<file path="config.mk">
export PLATFORM = sky130hd
export DESIGN_NAME = hue_color_learn_and_classify_core
export DESIGN_NICKNAME = d
export VERILOG_FILES = /design/src/hw/rtl/hcl_pkg.sv /design/src/hw/rtl/hcl_sorter.sv /design/src/hw/rtl/hue_color_learn_and_classify_core.sv
export SDC_FILE = /design/constraint.sdc
export NUM_CORES = 1
export LEC_CHECK = 0
export BUFFER_PORTS_ARGS = -buffer_cell sky130_fd_sc_hd__buf_4
export CAP_MARGIN = 20
export CORE_MARGIN = 3
export CORE_UTILIZATION = 65
export CTS_BUF_LIST = sky130_fd_sc_hd__clkbuf_16
export DETAILED_ROUTE_END_ITERATION = 6
export HOLD_SLACK_MARGIN = 0.02
export PLACE_DENSITY = 0.84
export SKIP_CTS_REPAIR_TIMING = 1
export SLEW_MARGIN = 5
export SYNTH_ARGS = -nofsm -noshare
export SYNTH_HDL_FRONTEND = slang
export SYNTH_SLANG_ARGS = --single-unit
</file>
<file path="constraint.sdc">
create_clock -name clk -period 11.3 [get_ports clk]
set_clock_uncertainty 0.2 [all_clocks]
set_input_delay 0.565 -clock clk [delete_from_list [all_inputs] [get_ports clk]]
set_output_delay 0.565 -clock clk [all_outputs]
set_load 0.01 [all_outputs]
</file>
<file path="src/hw/rtl/hcl_pkg.sv">
`default_nettype none
package hcl_pkg;
	localparam int SLOTS_DEF = 8;
	localparam int GROUP_DEF = 10;
	localparam int HUE_W = 9;
	localparam int PCT_W = 7;
	localparam int MT_W = 8;
	localparam int DIST_W = 9;
	localparam logic [7:0] MATCH_RESET = 8'd20;
	localparam logic [6:0] DARK_RESET = 7'd15;
	localparam logic [1:0] OP_IDENTIFY = 2'd0;
	localparam logic [1:0] OP_LEARN = 2'd1;
	localparam logic [1:0] OP_CLEAR = 2'd2;
	localparam logic [0:0] REG_MATCH = 1'b0;
	localparam logic [0:0] REG_DARK = 1'b1;

	function automatic logic [DIST_W-1:0] hue_dist(input logic [HUE_W-1:0] a,
			input logic [HUE_W-1:0] b);
		logic [HUE_W-1:0] d;
		begin
			d = (a > b) ? (a - b) : (b - a);
			if (d < 9'd180)
				hue_dist = d;
			else if (d > 9'd360)
				hue_dist = 9'd511;
			else
				hue_dist = 9'd360 - d;
		end
	endfunction
endpackage
`default_nettype wire

</file>
<file path="src/hw/rtl/hcl_sorter.sv">
`default_nettype none
// Exchange sort over a register buffer, one compare per cycle; the
// element at index GROUP/2 is reported. Entries hold hue only, since only
// hue is ever read back.
module hcl_sorter #(
	parameter int GROUP = hcl_pkg::GROUP_DEF
) (
	input wire logic clk,
	input wire logic arst_n,
	input wire logic wr_en,
	input wire logic [$clog2(GROUP)-1:0] wr_idx,
	input wire logic [hcl_pkg::HUE_W-1:0] wr_hue,
	input wire logic start,
	output logic busy,
	output logic [hcl_pkg::HUE_W-1:0] median
);
	localparam int IW = $clog2(GROUP);
	logic [hcl_pkg::HUE_W-1:0] buf_q [GROUP];
	logic [IW-1:0] a_q, b_q;
	logic busy_q;

	assign busy = busy_q;
	assign median = buf_q[GROUP/2];

	always_ff @(posedge clk or negedge arst_n) begin
		if (!arst_n) begin
			busy_q <= 1'b0;
			a_q <= '0;
			b_q <= '0;
		end else if (start) begin
			busy_q <= 1'b1;
			a_q <= '0;
			b_q <= IW'(1);
		end else if (busy_q) begin
			if (b_q == IW'(GROUP - 1)) begin
				if (a_q == IW'(GROUP - 2))
					busy_q <= 1'b0;
				a_q <= a_q + IW'(1);
				b_q <= a_q + IW'(2);
			end else begin
				b_q <= b_q + IW'(1);
			end
		end
	end

	always_ff @(posedge clk) begin
		if (wr_en) begin
			buf_q[wr_idx] <= wr_hue;
		end else if (busy_q && buf_q[b_q] < buf_q[a_q]) begin
			buf_q[a_q] <= buf_q[b_q];
			buf_q[b_q] <= buf_q[a_q];
		end
	end
endmodule
`default_nettype wire

</file>
<file path="src/hw/rtl/hue_color_learn_and_classify_core.sv">
`default_nettype none
// Identify: the table is scanned slot by slot, then the result is registered in ST_OUT.
// Learn sample: a sample that completes a group also waits for the group sort in u_grp, and
// one that completes a run then waits for the median sort in u_med. Clear: empties the table.
// One transaction at a time; the next is accepted in the cycle the result leaves.
// Reset empties the table, zeroes the run counters and loads thresholds.
module hue_color_learn_and_classify_core #(
	parameter int SLOTS = hcl_pkg::SLOTS_DEF,
	parameter int GROUP = hcl_pkg::GROUP_DEF
) (
	input wire logic clk,
	input wire logic arst_n,
	input wire logic in_valid,
	output logic in_stall,
	input wire logic [1:0] op,
	input wire logic [8:0] hue,
	input wire logic [6:0] sat,
	input wire logic [6:0] bright,
	input wire logic [2:0] slot,
	output logic out_valid,
	input wire logic out_stall,
	output logic [3:0] color_code,
	output logic learn_done,
	input wire logic psel,
	input wire logic penable,
	input wire logic pwrite,
	input wire logic [2:2] paddr,
	input wire logic [31:0] pwdata,
	output logic [31:0] prdata,
	output logic pready
);
	localparam int IW = $clog2(GROUP);
	localparam int SW = (SLOTS > 1) ? $clog2(SLOTS) : 1;
	localparam int CW = $clog2(SLOTS + 1);

	typedef enum logic [5:0] {
		ST_IDLE = 6'b000001,
		ST_SCAN = 6'b000010,
		ST_SORT1 = 6'b000100,
		ST_SORT2 = 6'b001000,
		ST_STORE = 6'b010000,
		ST_OUT = 6'b100000
	} state_t;

	state_t state_q;
	logic [7:0] match_q;
	logic [6:0] dark_q;
	logic [8:0] hue_q;
	logic [6:0] sat_q, bright_q;
	logic [2:0] slot_q;
	logic [IW-1:0] samp_q, grp_q;
	logic [SLOTS-1:0] valid_q;
	logic [8:0] tab_q [SLOTS];
	logic [SW-1:0] k_q;
	logic found_q;
	logic [8:0] best_q;
	logic [SW-1:0] best_k_q;
	logic [3:0] code_q;
	logic done_q;
	logic ov_q;

	logic g_wr, g_start, g_busy, m_wr, m_start, m_busy;
	logic [8:0] g_med, m_med, hdist;
	logic acc, wr;

	assign acc = in_valid && !in_stall;
	assign in_stall = (state_q != ST_IDLE) || (ov_q && out_stall);
	assign out_valid = ov_q;
	assign color_code = code_q;
	assign learn_done = done_q;
	assign pready = 1'b1;
	assign wr = psel && penable && pwrite;
	assign prdata = (paddr[2] == hcl_pkg::REG_DARK) ? {25'd0, dark_q} : {24'd0, match_q};
	assign hdist = hcl_pkg::hue_dist(tab_q[k_q], hue_q);

	assign g_wr = acc && op == hcl_pkg::OP_LEARN;
	assign g_start = acc && op == hcl_pkg::OP_LEARN && samp_q == IW'(GROUP - 1);
	assign m_wr = (state_q == ST_SORT1) && !g_busy;
	assign m_start = m_wr && grp_q == IW'(GROUP - 1);

	hcl_sorter #(.GROUP(GROUP)) u_grp (
		.clk(clk), .arst_n(arst_n), .wr_en(g_wr), .wr_idx(samp_q), .wr_hue(hue),
		.start(g_start), .busy(g_busy), .median(g_med)
	);
	hcl_sorter #(.GROUP(GROUP)) u_med (
		.clk(clk), .arst_n(arst_n), .wr_en(m_wr), .wr_idx(grp_q), .wr_hue(g_med),
		.start(m_start), .busy(m_busy), .median(m_med)
	);

	always_ff @(posedge clk or negedge arst_n) begin
		if (!arst_n) begin
			match_q <= hcl_pkg::MATCH_RESET;
			dark_q <= hcl_pkg::DARK_RESET;
		end else if (wr) begin
			if (paddr[2] == hcl_pkg::REG_MATCH)
				match_q <= pwdata[7:0];
			else
				dark_q <= pwdata[6:0];
		end
	end

	always_ff @(posedge clk) begin
		if (state_q == ST_STORE && !m_busy && {1'b0, slot_q} < 4'(SLOTS))
			tab_q[slot_q[SW-1:0]] <= m_med;
	end

	always_ff @(posedge clk or negedge arst_n) begin
		if (!arst_n) begin
			state_q <= ST_IDLE;
			ov_q <= 1'b0;
			valid_q <= '0;
			samp_q <= '0;
			grp_q <= '0;
			k_q <= '0;
			found_q <= 1'b0;
			best_q <= '0;
			best_k_q <= '0;
			code_q <= '0;
			done_q <= 1'b0;
			hue_q <= '0;
			sat_q <= '0;
			bright_q <= '0;
			slot_q <= '0;
		end else begin
			if (ov_q && !out_stall)
				ov_q <= 1'b0;
			case (state_q)
				ST_IDLE: begin
					if (acc) begin
						hue_q <= hue;
						sat_q <= sat;
						bright_q <= bright;
						slot_q <= slot;
						code_q <= '0;
						done_q <= 1'b0;
						k_q <= '0;
						found_q <= 1'b0;
						case (op)
							hcl_pkg::OP_IDENTIFY: state_q <= ST_SCAN;
							hcl_pkg::OP_LEARN: begin
								if (samp_q == IW'(GROUP - 1)) begin
									samp_q <= '0;
									state_q <= ST_SORT1;
								end else begin
									samp_q <= samp_q + IW'(1);
									state_q <= ST_OUT;
								end
							end
							hcl_pkg::OP_CLEAR: begin
								valid_q <= '0;
								state_q <= ST_OUT;
							end
							default: state_q <= ST_OUT;
						endcase
					end
				end
				ST_SCAN: begin
					if (valid_q[k_q] && (!found_q || hdist < best_q)) begin
						best_q <= hdist;
						best_k_q <= k_q;
						found_q <= 1'b1;
					end
					if (k_q == SW'(SLOTS - 1))
						state_q <= ST_OUT;
					else
						k_q <= k_q + SW'(1);
				end
				ST_SORT1: begin
					if (!g_busy) begin
						if (grp_q == IW'(GROUP - 1)) begin
							grp_q <= '0;
							state_q <= ST_STORE;
						end else begin
							grp_q <= grp_q + IW'(1);
							state_q <= ST_OUT;
						end
					end
				end
				ST_SORT2: state_q <= ST_STORE;
				ST_STORE: begin
					if (!m_busy) begin
						if ({1'b0, slot_q} < 4'(SLOTS))
							valid_q[slot_q[SW-1:0]] <= 1'b1;
						done_q <= 1'b1;
						state_q <= ST_OUT;
					end
				end
				ST_OUT: begin
					ov_q <= 1'b1;
					state_q <= ST_IDLE;
				end
				default: state_q <= ST_IDLE;
			endcase
			if (state_q == ST_SCAN && k_q == SW'(SLOTS - 1)) begin
				if (valid_q[k_q] && (!found_q || hdist < best_q)) begin
					if (hdist <= {1'b0, match_q} && !(sat_q < dark_q && bright_q < dark_q))
						code_q <= 4'({1'b0, k_q} + CW'(1));
				end else if (found_q && best_q <= {1'b0, match_q}
						&& !(sat_q < dark_q && bright_q < dark_q)) begin
					code_q <= 4'({1'b0, best_k_q} + CW'(1));
				end
			end
		end
	end

	a_busy_stall: assert property (@(posedge clk) disable iff (!arst_n)
		(state_q != ST_IDLE) |-> in_stall) else $error("accept while busy");
	a_out_hold: assert property (@(posedge clk) disable iff (!arst_n)
		(ov_q && out_stall) |=> ov_q) else $error("result lost");
	a_done_code: assert property (@(posedge clk) disable iff (!arst_n)
		ov_q |-> !(learn_done && color_code != 4'd0)) else $error("both fields set");
endmodule
`default_nettype wire

</file>
Yosys cells after proc, flatten, opt, wreduce, memory -nomap -nowiden

Memories as Yosys holds them, arrays and structs flattened.
Cells that the tools add are included.

$add $sub $neg: 14
Order comparisons: 13
Eq/ne operators: 23
Mux-type cells: 76
Bitwise logic cells: 3
Reduce and logical (&&, ||, !) cells: 50

Operators with widths:

| cell                | count |
|---|---|
| $mux 4              | 22 |
| $mux 9              | 5 |
| $mux 6              | 6 |
| $mux 8              | 4 |
| $pmux 6 s5          | 1 |
| $mux 1              | 29 |
| $lt 9x9->1          | 3 |
| $add 4x1->4 const B | 6 |
| $eq 4x4->1 const B  | 6 |
| $logic_and 1x1->1   | 19 |
| $le 9x8->1          | 2 |
| $reduce_or 9->1     | 2 |
| $sub 9x9->9         | 2 |
| $pmux 8 s2          | 1 |
| $lt 7x7->1          | 2 |
| $reduce_and 2->1    | 7 |
| $reduce_bool 2->1   | 7 |
| $pmux 6 s2          | 1 |
| $reduce_and 3->1    | 4 |
| $gt 9x9->1          | 1 |
| $gt 9x9->1 const B  | 1 |
| $lt 9x8->1 const B  | 1 |
| $sub 9x9->9 const A | 1 |
| $add 3x1->4 const B | 2 |
| 27 further kinds    | 44 |

Register bits after elaboration: 103
RAM bits: 252
Input bits: 68
Output and inout bits: 40
Logic and storage cells: 205
Memories: 3

Memory list:

| memory      | words | bits a word | rd ports | clocked after memory_dff | write ports | line                                    | text |
|---|---|---|---|---|---|---|---|
| u_grp.buf_q | 10    | 9           | 3        | 0                        | 2           | hcl_sorter.sv:18                        | `logic [hcl_pkg::HUE_W-1:0] buf_q [GROUP];` |
| u_med.buf_q | 10    | 9           | 3        | 0                        | 2           | hcl_sorter.sv:18                        |  |
| tab_q       | 8     | 9           | 1        | 0                        | 1           | hue_color_learn_and_classify_core.sv:53 | `logic [8:0] tab_q [SLOTS];` |

Logic depth before layout (Yosys ltp)

Gate-level depths: netlist of run 1.
An unclocked memory read counts as a cell.

Depth in word-level cells: 11
Mapped depth: 30
Gate-level depth less buffers: 26

Hierarchy

Synthesis of run 1 repeated with hierarchy kept, for this count alone.

Cells, all modules: 1,783
Area, all modules: 21,922.3 um^2

By module, submodules not included:

| module                            | instances | cells an instance | area each (um^2) | seq. area each (um^2) |
|---|---|---|---|---|
| hue_color_learn_and_classify_core | 1         | 744               | 8,974.9          | 4,272.8 |
| hcl_sorter (u_med)                | 1         | 575               | 6,576.3          | 2,927.8 |
| hcl_sorter (u_grp)                | 1         | 464               | 6,371.1          | 2,927.8 |

Worst setup path before layout of run 1

OpenSTA, ideal clock, no wires.

Path type: reg-to-reg
Start: reg k_q[0]
End: reg code_q[3], in the netlist color_code[3]
Setup time: 0.094 ns
Arrival time: 6.452 ns
Slack: 4.554 ns
Stages on the path, launching flop included: 29
Period minus slack after synthesis: 6.746 ns
Cells stage by stage: dfrtp_1 clkbuf_1 buf_1 mux4_2 mux2i_1 inv_1 ha_1 buf_4 a21o_1 a31oi_2 a21oi_2 o21ai_2 mux2_2 a21oi_4 o31ai_1 a21boi_0 mux2i_1 nand2_1 ha_1 nor2b_1 o21ai_0 nand2b_1 a21oi_1 nor2_1 a211oi_1 o311ai_0 a21oi_1 mux2_2 a221oi_2

Longest elaborated chain between the ends: 11

RTL lines:

| element                                               | line                                                                               | text |
|---|---|---|
| start, declared                                       | hue_color_learn_and_classify_core.sv:54                                            | `logic [SW-1:0] k_q;` |
| start signal, assigned                                | hue_color_learn_and_classify_core.sv:166                                           | `k_q <= k_q + SW'(1);` |
| $mem_v2 8x9 *                                         | n/a                                                                                |  |
| $sub 9x9->9 or $gt 9x9->1 (tied branches)             | hcl_pkg.sv:21                                                                      | `d = (a > b) ? (a - b) : (b - a);` |
| $mux 9 *                                              | hcl_pkg.sv:21                                                                      |  |
| $sub 9x9->9 or $gt 9x9->1 (tied branches)             | hcl_pkg.sv:27, hcl_pkg.sv:24                                                       |  |
| $mux 9                                                | hcl_pkg.sv:24                                                                      | `else if (d > 9'd360)` |
| $mux 9 *                                              | hcl_pkg.sv:22                                                                      | `if (d < 9'd180)` |
| net hdist[1]                                          | hue_color_learn_and_classify_core.sv:63                                            | `logic [8:0] g_med, m_med, hdist;` |
| $le 9x8->1 or $lt 9x9->1 (tied branches)              | hue_color_learn_and_classify_core.sv:196, hue_color_learn_and_classify_core.sv:195 |  |
| $logic_and 1x1->1 or $logic_or 1x1->1 (tied branches) | hue_color_learn_and_classify_core.sv:196, hue_color_learn_and_classify_core.sv:195 |  |
| $mux 4 or $logic_and 1x1->1 (tied branches)           | hue_color_learn_and_classify_core.sv:196, hue_color_learn_and_classify_core.sv:195 |  |
| $mux 4 *                                              | hue_color_learn_and_classify_core.sv:195                                           | `if (valid_q[k_q] && (!found_q \|\| hdist < best_q)) begin` |
| $mux 4 *                                              | hue_color_learn_and_classify_core.sv:194                                           | `if (state_q == ST_SCAN && k_q == SW'(SLOTS - 1)) begin` |
| end signal, assigned                                  | hue_color_learn_and_classify_core.sv:197                                           | `code_q <= 4'({1'b0, k_q} + CW'(1));` |
| end signal, assigned                                  | hue_color_learn_and_classify_core.sv:200                                           | `code_q <= 4'({1'b0, best_k_q} + CW'(1));` |
| end, declared                                         | hue_color_learn_and_classify_core.sv:58                                            | `logic [3:0] code_q;` |

Mark *: on every way through the listed nets, which the timed path passes. The rest lies on a longest branch. The select of a mux whose other input is x is not followed.
A chain may end at the register's enable or synchronous reset.

Worst setup path in the final report of run 1

Start: reg k_q[0]
End: reg best_q[5]

Longest elaborated chain between the ends: 10

RTL lines:

| element                                   | line                                     | text |
|---|---|---|
| $mem_v2 8x9 *                             | n/a                                      |  |
| $sub 9x9->9 or $gt 9x9->1 (tied branches) | hcl_pkg.sv:21                            |  |
| $mux 9 *                                  | hcl_pkg.sv:21                            |  |
| $sub 9x9->9 or $gt 9x9->1 (tied branches) | hcl_pkg.sv:27, hcl_pkg.sv:24             |  |
| $mux 9                                    | hcl_pkg.sv:24                            |  |
| $mux 9 *                                  | hcl_pkg.sv:22                            |  |
| net hdist[2]                              | hue_color_learn_and_classify_core.sv:63  |  |
| $lt 9x9->1 *                              | hue_color_learn_and_classify_core.sv:158 | `if (valid_q[k_q] && (!found_q \|\| hdist < best_q)) begin` |
| $logic_or 1x1->1 *                        | hue_color_learn_and_classify_core.sv:158 |  |
| $logic_and 1x1->1 *                       | hue_color_learn_and_classify_core.sv:158 |  |
| $reduce_and 2->1 (no source line) *       | n/a                                      |  |
| end signal, assigned                      | hue_color_learn_and_classify_core.sv:159 | `best_q <= hdist;` |
| end, declared                             | hue_color_learn_and_classify_core.sv:56  | `logic [8:0] best_q;` |

Marked as above.

==> summary.md, run 1 <==
| Metric | Value |
|---|---|
| Worst hold path type | `in2reg` |
| Final WL | `~52 mm` |
| RSZ-0062 raised after global routing | `false` |
| Clk root buf | `clkbuf_16` |
| Setup Total Neg Slack | `0 ns` |
| CP max stage cell | `xnor2_1` |
| Fin Hold WS | `approximately 0.058 ns` |
| # setup viols final | `0` |
| Cells after DPL | `2079` |
| Slew headroom | `between 20% and 30%` |
| Yosys reg bits | `354` |
| CP peak stage delay | `approximately 0.62 ns` |
| VDD IR-drop max | `just under 0.0002 V` |
| Mean Syn Cell Area | `between 10 and 15 um2` |
| Fin. Hold Viols | `0` |
| Synthesized cell area | `~0.021 mm2` |
| Status | `complete, no violations` |
| FFs w/ async S/R, synth | `28.8%` |
| Max-Cap Viols | `0` |
| Initial antenna violation count | `0` |
| Starting Density | `around two thirds` |
| Max clock buf depth | `3` |
| Synth Flop Type | `edfxtp_1` |
| Wire length per cell | `approximately 24 um` |
| Critical path arrival | `7.90 ns` |
| Post-route ant nets | `0` |
| DRC viols | `0` |
| Layout area overhead | `9.65%` |
| CTS Sinks | `354` |
| Worst-margin pin slew | `between 1 and 1.5 ns` |
| GPL Wtd Cong | `0.862` |
| Pwr Total | `around 6.5 mW` |
| H-tree Lvls | `2` |
| Core Rows | `65` |
| Die ar. | `0.0350 mm2` |
| # nets final | `roughly 1900` |
| Number of I/O pins | `about 110` |
| Largest net degree at the start of global routing | `68` |
| EDFF count, synth | `around 250` |
| DR iter-0 viols | `between 1000 and 1500` |
| Number of buffers created by CTS | `38` |
| Vias in the first global route | `roughly 15000` |
| Vias per cell | `6.67` |
| HPWL Detailed | `about 34 mm` |
| CP required | `roughly 12 ns` |
| Max-slew violations | `0` |
| Final period util | `68.0%` |
| Global-route wire length before repair | `~80 mm` |
| Max Fclk | `130 MHz` |
| Yosys warnings | `0` |
| Worst-skew pair later-pin latency | `~0.54 ns` |
| Die X | `approximately 190 um` |
| Gr usage total | `approximately 30%` |
| Cell Count, Final, Fillers Out | `between 2000 and 2500` |
| Critical Path End Type | `register` |
| Diode count | `0` |
| DRT Pass-1 Iters | `6` |
| CORE AREA | `between 0.03 and 0.04 mm2` |
| Leak | `9.44 nW` |
| Pwr dens | `between 200 and 300 mW/mm2` |
| Sequential share of the synthesized area | `roughly 48%` |
| Share of layout cells above drive strength 1 | `22.5%` |
| Die height | `187 um` |
| Total global routing overflow | `0` |
| Startpoint types | `register` |
| Gate Count Post-Synth | `roughly 1600` |
| Min Clock Period, post-route | `between 7 and 8 ns` |
| DP Area | `~0.022 mm2` |
| Count of cell types in the netlist | `80` |
| Clock-pin slew on the worst setup and hold paths | `0.06 ns` |
| CP max FO | `20` |
| CTS tree | `yes` |
| Post-route design area | `roughly 0.023 mm2` |
| IO Port Bufs | `58` |
| Critical Setup Path Class | `reg2reg` |
| DR vias | `about 14000` |
-- critical path: cells and delay by family, from the launching register on --
kind            cells  cell delay, ns
fa+ha+maj           2            0.76
simple gates        7            1.27
xor+xnor            2            0.77
mux                 4            1.43
buf+inv             2            0.50
compound gates      8            2.06
flops               1            0.56
-- power breakdown --
part           internal, mW  switching, mW
Sequential             1.75          0.171
Clock                 0.675          0.517
Combinational          1.43           1.97
-- flip-flops by register name, indices dropped and copies added, names as in the netlist, 4 cells and up --
signal       cells
u_grp.buf_q     90
u_med.buf_q     90
tab_q           72
best_q           9
hue_q            9
match_q          8
valid_q          8
bright_q         7
dark_q           7
sat_q            7
state_q          5
color_code       4
grp_q            4
samp_q           4
u_grp.a_q        4
u_grp.b_q        4
u_med.a_q        4
u_med.b_q        4
-- through the flow --
stage          utilization [%]  worst slack, ns
3_5_place_dp              69.2             3.59
6_report                  73.1             3.62
5_1_grt                   73.1             2.95
4_1_cts                   72.9             3.55
3_3_place_gp              69.1             3.73
2_1_floorplan                -             4.55
-- Yosys cell counts, types with 17 or more instances --
| master | number | area (um2) |
|---|---|---|
| edfxtp_1 | 252 | 7570 |
| mux2i_1 | 239 | 2390 |
| dfrtp_1 | 95 | 2380 |
| mux4_2 | 93 | 2090 |
| nand2_1 | 90 | 338 |
| ha_1 | 88 | 1100 |
| clkbuf_1 | 70 | 263 |
| mux2_2 | 68 | 766 |
| o21ai_0 | 66 | 330 |
| inv_1 | 58 | 218 |
| a21oi_1 | 52 | 260 |
| nor2_1 | 51 | 191 |
| nor2b_1 | 31 | 194 |
| buf_4 | 30 | 225 |
| nand3_1 | 29 | 145 |
| a211oi_1 | 21 | 158 |
| nor3_1 | 21 | 105 |
| buf_2 | 17 | 85.1 |
-- cell type report --
| cell class | instances | area [um2] |
|---|---|---|
| Fill cell | 2102 | 8580 |
| Inverter | 58 | 218 |
| Sequential cell | 354 | 10100 |
| Tap cell | 435 | 544 |
| Clock buffer | 39 | 976 |
| Timing Repair Buffer | 115 | 890 |
| Multi-Input combinational cell | 1125 | 10400 |
| Clock inverter | 29 | 200 |
-- final timing paths --
| kind | from | endpoint | slack [ns] | cells past startpoint |
|---|---|---|---|---|
| min | op[0] | state_q[1]$_DFFE_PN0P_ | 0.06 | 2 |
| max reg2reg | k_q[0]$_DFFE_PN0P_ | best_q[5]$_DFFE_PN0P_ | 3.62 | 25 |
| min in group asynchronous | arst_n | valid_q[0]$_DFFE_PN0P_ | 0.32 | 2 |
| max in group asynchronous | arst_n | u_med.b_q[0]$_DFFE_PN0P_ | 9.29 | 3 |
| max | k_q[0]$_DFFE_PN0P_ | best_q[5]$_DFFE_PN0P_ | 3.62 | 25 |
| min reg2reg | learn_done$_DFFE_PN0P_ | learn_done$_DFFE_PN0P_ | 0.28 | 1 |
-- metal layers --
layer	GRT usage, %	wire length, um
met2	49.2	25400
met3	5.15	4020
met4	12.6	2250
met1	38.8	20400
met5	0	0
-- layout by cell type, fill, tap and decap left out, types with 10 or more instances in the layout --
master	Yosys	routed
mux4_2	93	93
nand4_1	15	15
and2_1	10	10
xnor2_1	14	14
mux2i_1	239	239
conb_1	2	25
o21a_1	12	12
buf_4	30	106
a21o_1	16	16
a31oi_1	13	13
dfrtp_1	95	93
mux2_2	68	68
nand3_1	29	28
o21ai_0	66	56
edfxtp_1	252	252
o21ai_1	3	13
ha_1	88	88
clkinv_1	0	12
a211oi_1	21	21
nor2_1	51	51
nand2b_1	14	14
mux2i_4	14	14
nor3_1	21	21
inv_1	58	62
nand2_4	12	12
nor2b_1	31	31
a21oi_1	52	52
clkbuf_16	0	39
nand2_1	90	90
-- logic make-up after synthesis --
| family | synth area share, % |
|---|---|
| buffers and inverters | 4.06 |
| adder cells (fa/ha/maj) | 5.35 |
| other | 0.0352 |
| AO/OA/AOI/OAI | 7.87 |
| AND/OR/NAND/NOR | 8.15 |
| multiplexers | 26.3 |
| XOR/XNOR | 0.781 |
| flip-flops | 47.5 |
Power figures use the tool's default switching activity.
==> run 2, diff against run 1 <==
--- a/config.mk
+++ b/config.mk
@@ -8,11 +8,11 @@
 export BUFFER_PORTS_ARGS = -buffer_cell sky130_fd_sc_hd__buf_4
 export CAP_MARGIN = 20
 export CORE_MARGIN = 3
-export CORE_UTILIZATION = 65
+export CORE_UTILIZATION = 56
 export CTS_BUF_LIST = sky130_fd_sc_hd__clkbuf_16
 export DETAILED_ROUTE_END_ITERATION = 6
 export HOLD_SLACK_MARGIN = 0.02
-export PLACE_DENSITY = 0.84
+export PLACE_DENSITY = 0.77
 export SKIP_CTS_REPAIR_TIMING = 1
 export SLEW_MARGIN = 5
 export SYNTH_ARGS = -nofsm -noshare
==> constraint.sdc (replaced) <==
create_clock -name clk -period 6.2 [get_ports clk]
set_clock_uncertainty 0.2 [all_clocks]
set_input_delay 0.31 -clock clk [delete_from_list [all_inputs] [get_ports clk]]
set_output_delay 0.31 -clock clk [all_outputs]
set_load 0.01 [all_outputs]
==> run 2 against run 1 <==
- critical path depth is 2 higher
- design area is 9.0% higher
- fmax is 25% higher
- critical path type unchanged
- highest routed layer unchanged
==> summary.md, run 2 (same netlist as run 1, synthesis figures left out) <==
| Metric | Value |
|---|---|
| Status | `complete, no violations` |
| Max Fclk | `about 160 MHz` |
| Post-layout util | `just under 70%` |
| Commonest cells after routing, fill and taps aside | `252 x edfxtp_1, 234 x mux2i_1, 218 x buf_4` |
| Slew headroom | `approximately 25%` |
| Vias per cell | `approximately 6.3` |
| Critical path arrival | `between 6 and 7 ns` |
| Global-route wire length before repair | `84.0 mm` |
| Diode count | `0` |
| DR vias | `approximately 15000` |
| CTS Sinks | `between 300 and 400` |
| Post-route ant nets | `0` |
| Top Metal Used | `met4` |
| CP max FO | `5` |
| Layout area overhead | `19.5%` |
| Startpoint types | `register` |
| CP required | `around 6.4 ns` |
| Wire length per cell | `between 20 and 25 um` |
| Final WL | `approximately 56 mm` |
| GPL Wtd Cong | `approximately 0.89` |
| Starting Density | `between 50 and 60%` |
| Worst hold path type | `in2reg` |
| RSZ-0062 raised after global routing | `true` |
| Share of layout cells above drive strength 1 | `about 30%` |
| Clk root buf | `clkbuf_16` |
| Routed wl met3 | `roughly 4.2 mm` |
| WL met1 | `roughly 22 mm` |
| Critical Path End Type | `register` |
| Die ar. | `about 0.040 mm2` |
| Core Rows | `70` |
| DR WL met2 | `27.9 mm` |
| Number of buffers created by CTS | `41` |
| H-tree Lvls | `2` |
| DRC viols | `0` |
| Die height | `slightly above 200 um` |
| Min Clock Period, post-route | `6.14 ns` |
| Largest net degree at the start of global routing | `54` |
| VDD IR-drop max | `between 0.0005 and 0.0006 V` |
| Vias in the first global route | `15000` |
| DP Area | `~0.023 mm2` |
| Clock-pin slew on the worst setup and hold paths | `0.06 ns` |
| Setup Total Neg Slack | `0 ns` |
| Max-Cap Viols | `0` |
| Final period util | `a little over nine tenths` |
| Total global routing overflow | `0` |
| Most common cell after layout, fill and taps aside | `edfxtp_1` |
| Cells after DPL | `approximately 2300` |
| Gr usage total | `about a quarter` |
| CTS tree | `yes` |
| Fin. Hold Viols | `0` |
| Cell Count, Final, Fillers Out | `around 2400` |
| DR iter-0 viols | `approximately 1500` |
| Max clock buf depth | `3` |
| Worst-skew pair later-pin latency | `0.56 ns` |
| DRT Pass-1 Iters | `5` |
| Worst-margin pin slew | `about 1.1 ns` |
| Post-route design area | `0.0255 mm2` |
| CORE AREA | `about 0.037 mm2` |
| Initial antenna violation count | `0` |
| Pwr Total | `roughly 14 mW` |
| Leak | `roughly 10 nW` |
| # setup viols final | `0` |
| HPWL Detailed | `36.2 mm` |
| Critical Setup Path Class | `reg2reg` |
| Pwr dens | `560 mW/mm2` |
| Max-slew violations | `0` |
| IO Port Bufs | `58` |
| Die X | `around 200 um` |
| Fill cell count | `2504` |
| # nets final | `approximately 2000` |
| Number of I/O pins | `approximately 110` |
## run 2: changes by cell type in the layout (fill, tap and decap cells not counted), moves of 5 or more
cell,change
nand2_1,-5
ha_1,-11
buf_4,+112
inv_1,+6
mux2i_2,+5
buf_6,+8
o21ai_4,+5
ha_4,+9
mux2i_1,-5
dlygate4sd3_1,+38
nand2_2,+5
clkbuf_16,+7
## run 2: final timing paths
path                                         from                 endpoint  slack [ns]  cells past startpoint
setup reg to reg               k_q[0]$_DFFE_PN0P_  color_code[0]$_DFF_PN0_        0.06                     27
min in group asynchronous                  arst_n    slot_q[2]$_DFFE_PN0P_        0.14                      2
hold / removal                           in_valid    samp_q[0]$_DFFE_PN0P_        0.05                      4
setup / recovery               k_q[0]$_DFFE_PN0P_  color_code[0]$_DFF_PN0_        0.06                     27
hold reg to reg            valid_q[2]$_DFFE_PN0P_   valid_q[2]$_DFFE_PN0P_        0.29                      1
max in group asynchronous                  arst_n    dark_q[4]$_DFFE_PN0P_        4.52                      3
## run 2: critical path, cell delays in order (launching register included)
cell and delay, ns:
dfrtp_2 0.46, buf_8 0.15, mux4_2 0.50, mux2i_2 0.23, inv_1 0.09, ha_2 0.31
a21o_1 0.21, a31oi_4 0.22, a21oi_4 0.13, o21ai_4 0.26, mux2_4 0.35, a21oi_4 0.23
o31ai_2 0.09, a21boi_2 0.18, mux2i_2 0.28, nand2_1 0.13, ha_1 0.33, nor2b_1 0.14
o21ai_2 0.11, nand2b_1 0.08, a21oi_1 0.13, nor2_1 0.07, a211oi_2 0.16, o311ai_2 0.13
a21oi_1 0.16, buf_4 0.16, mux2_2 0.34, a21o_1 0.19
## run 2: layer usage
metal,global-route usage [%],vias up
li1,-,6670
met1,34.7,7463
met2,44.8,664
met3,4.92,147
met4,8.56,0
met5,0,-
## run 2: metrics by stage
step | hold WS [ns] | setup WS [ns]
6_report | 0.0491 | 0.0646
5_1_grt | 0.0496 | -0.220
4_1_cts | -0.400 | -0.371
3_5_place_dp | 0.189 | -0.266
3_3_place_gp | 0.184 | -0.0364
2_1_floorplan | -0.186 | 0.0150
## run 2: power by group
group / switching (mW) / leakage [nW] / internal, mW
Clock: 0.969 / 0.700 / 1.44
Sequential: 0.405 / 3.56 / 3.19
Combinational: 4.32 / 6.16 / 3.95
Total: 5.70 / 10.4 / 8.58
## run 2: layout make-up
class                   count  area [um2]  area share (%)
clock buffers              44        1100            4.32
clock inverters            32         244           0.957
inverters                  58         218           0.854
multi-input cells        1125       10900            42.7
flip-flops and latches    354       10100            39.8
well taps                 504         631            2.47
repair buffers            274        2280            8.93
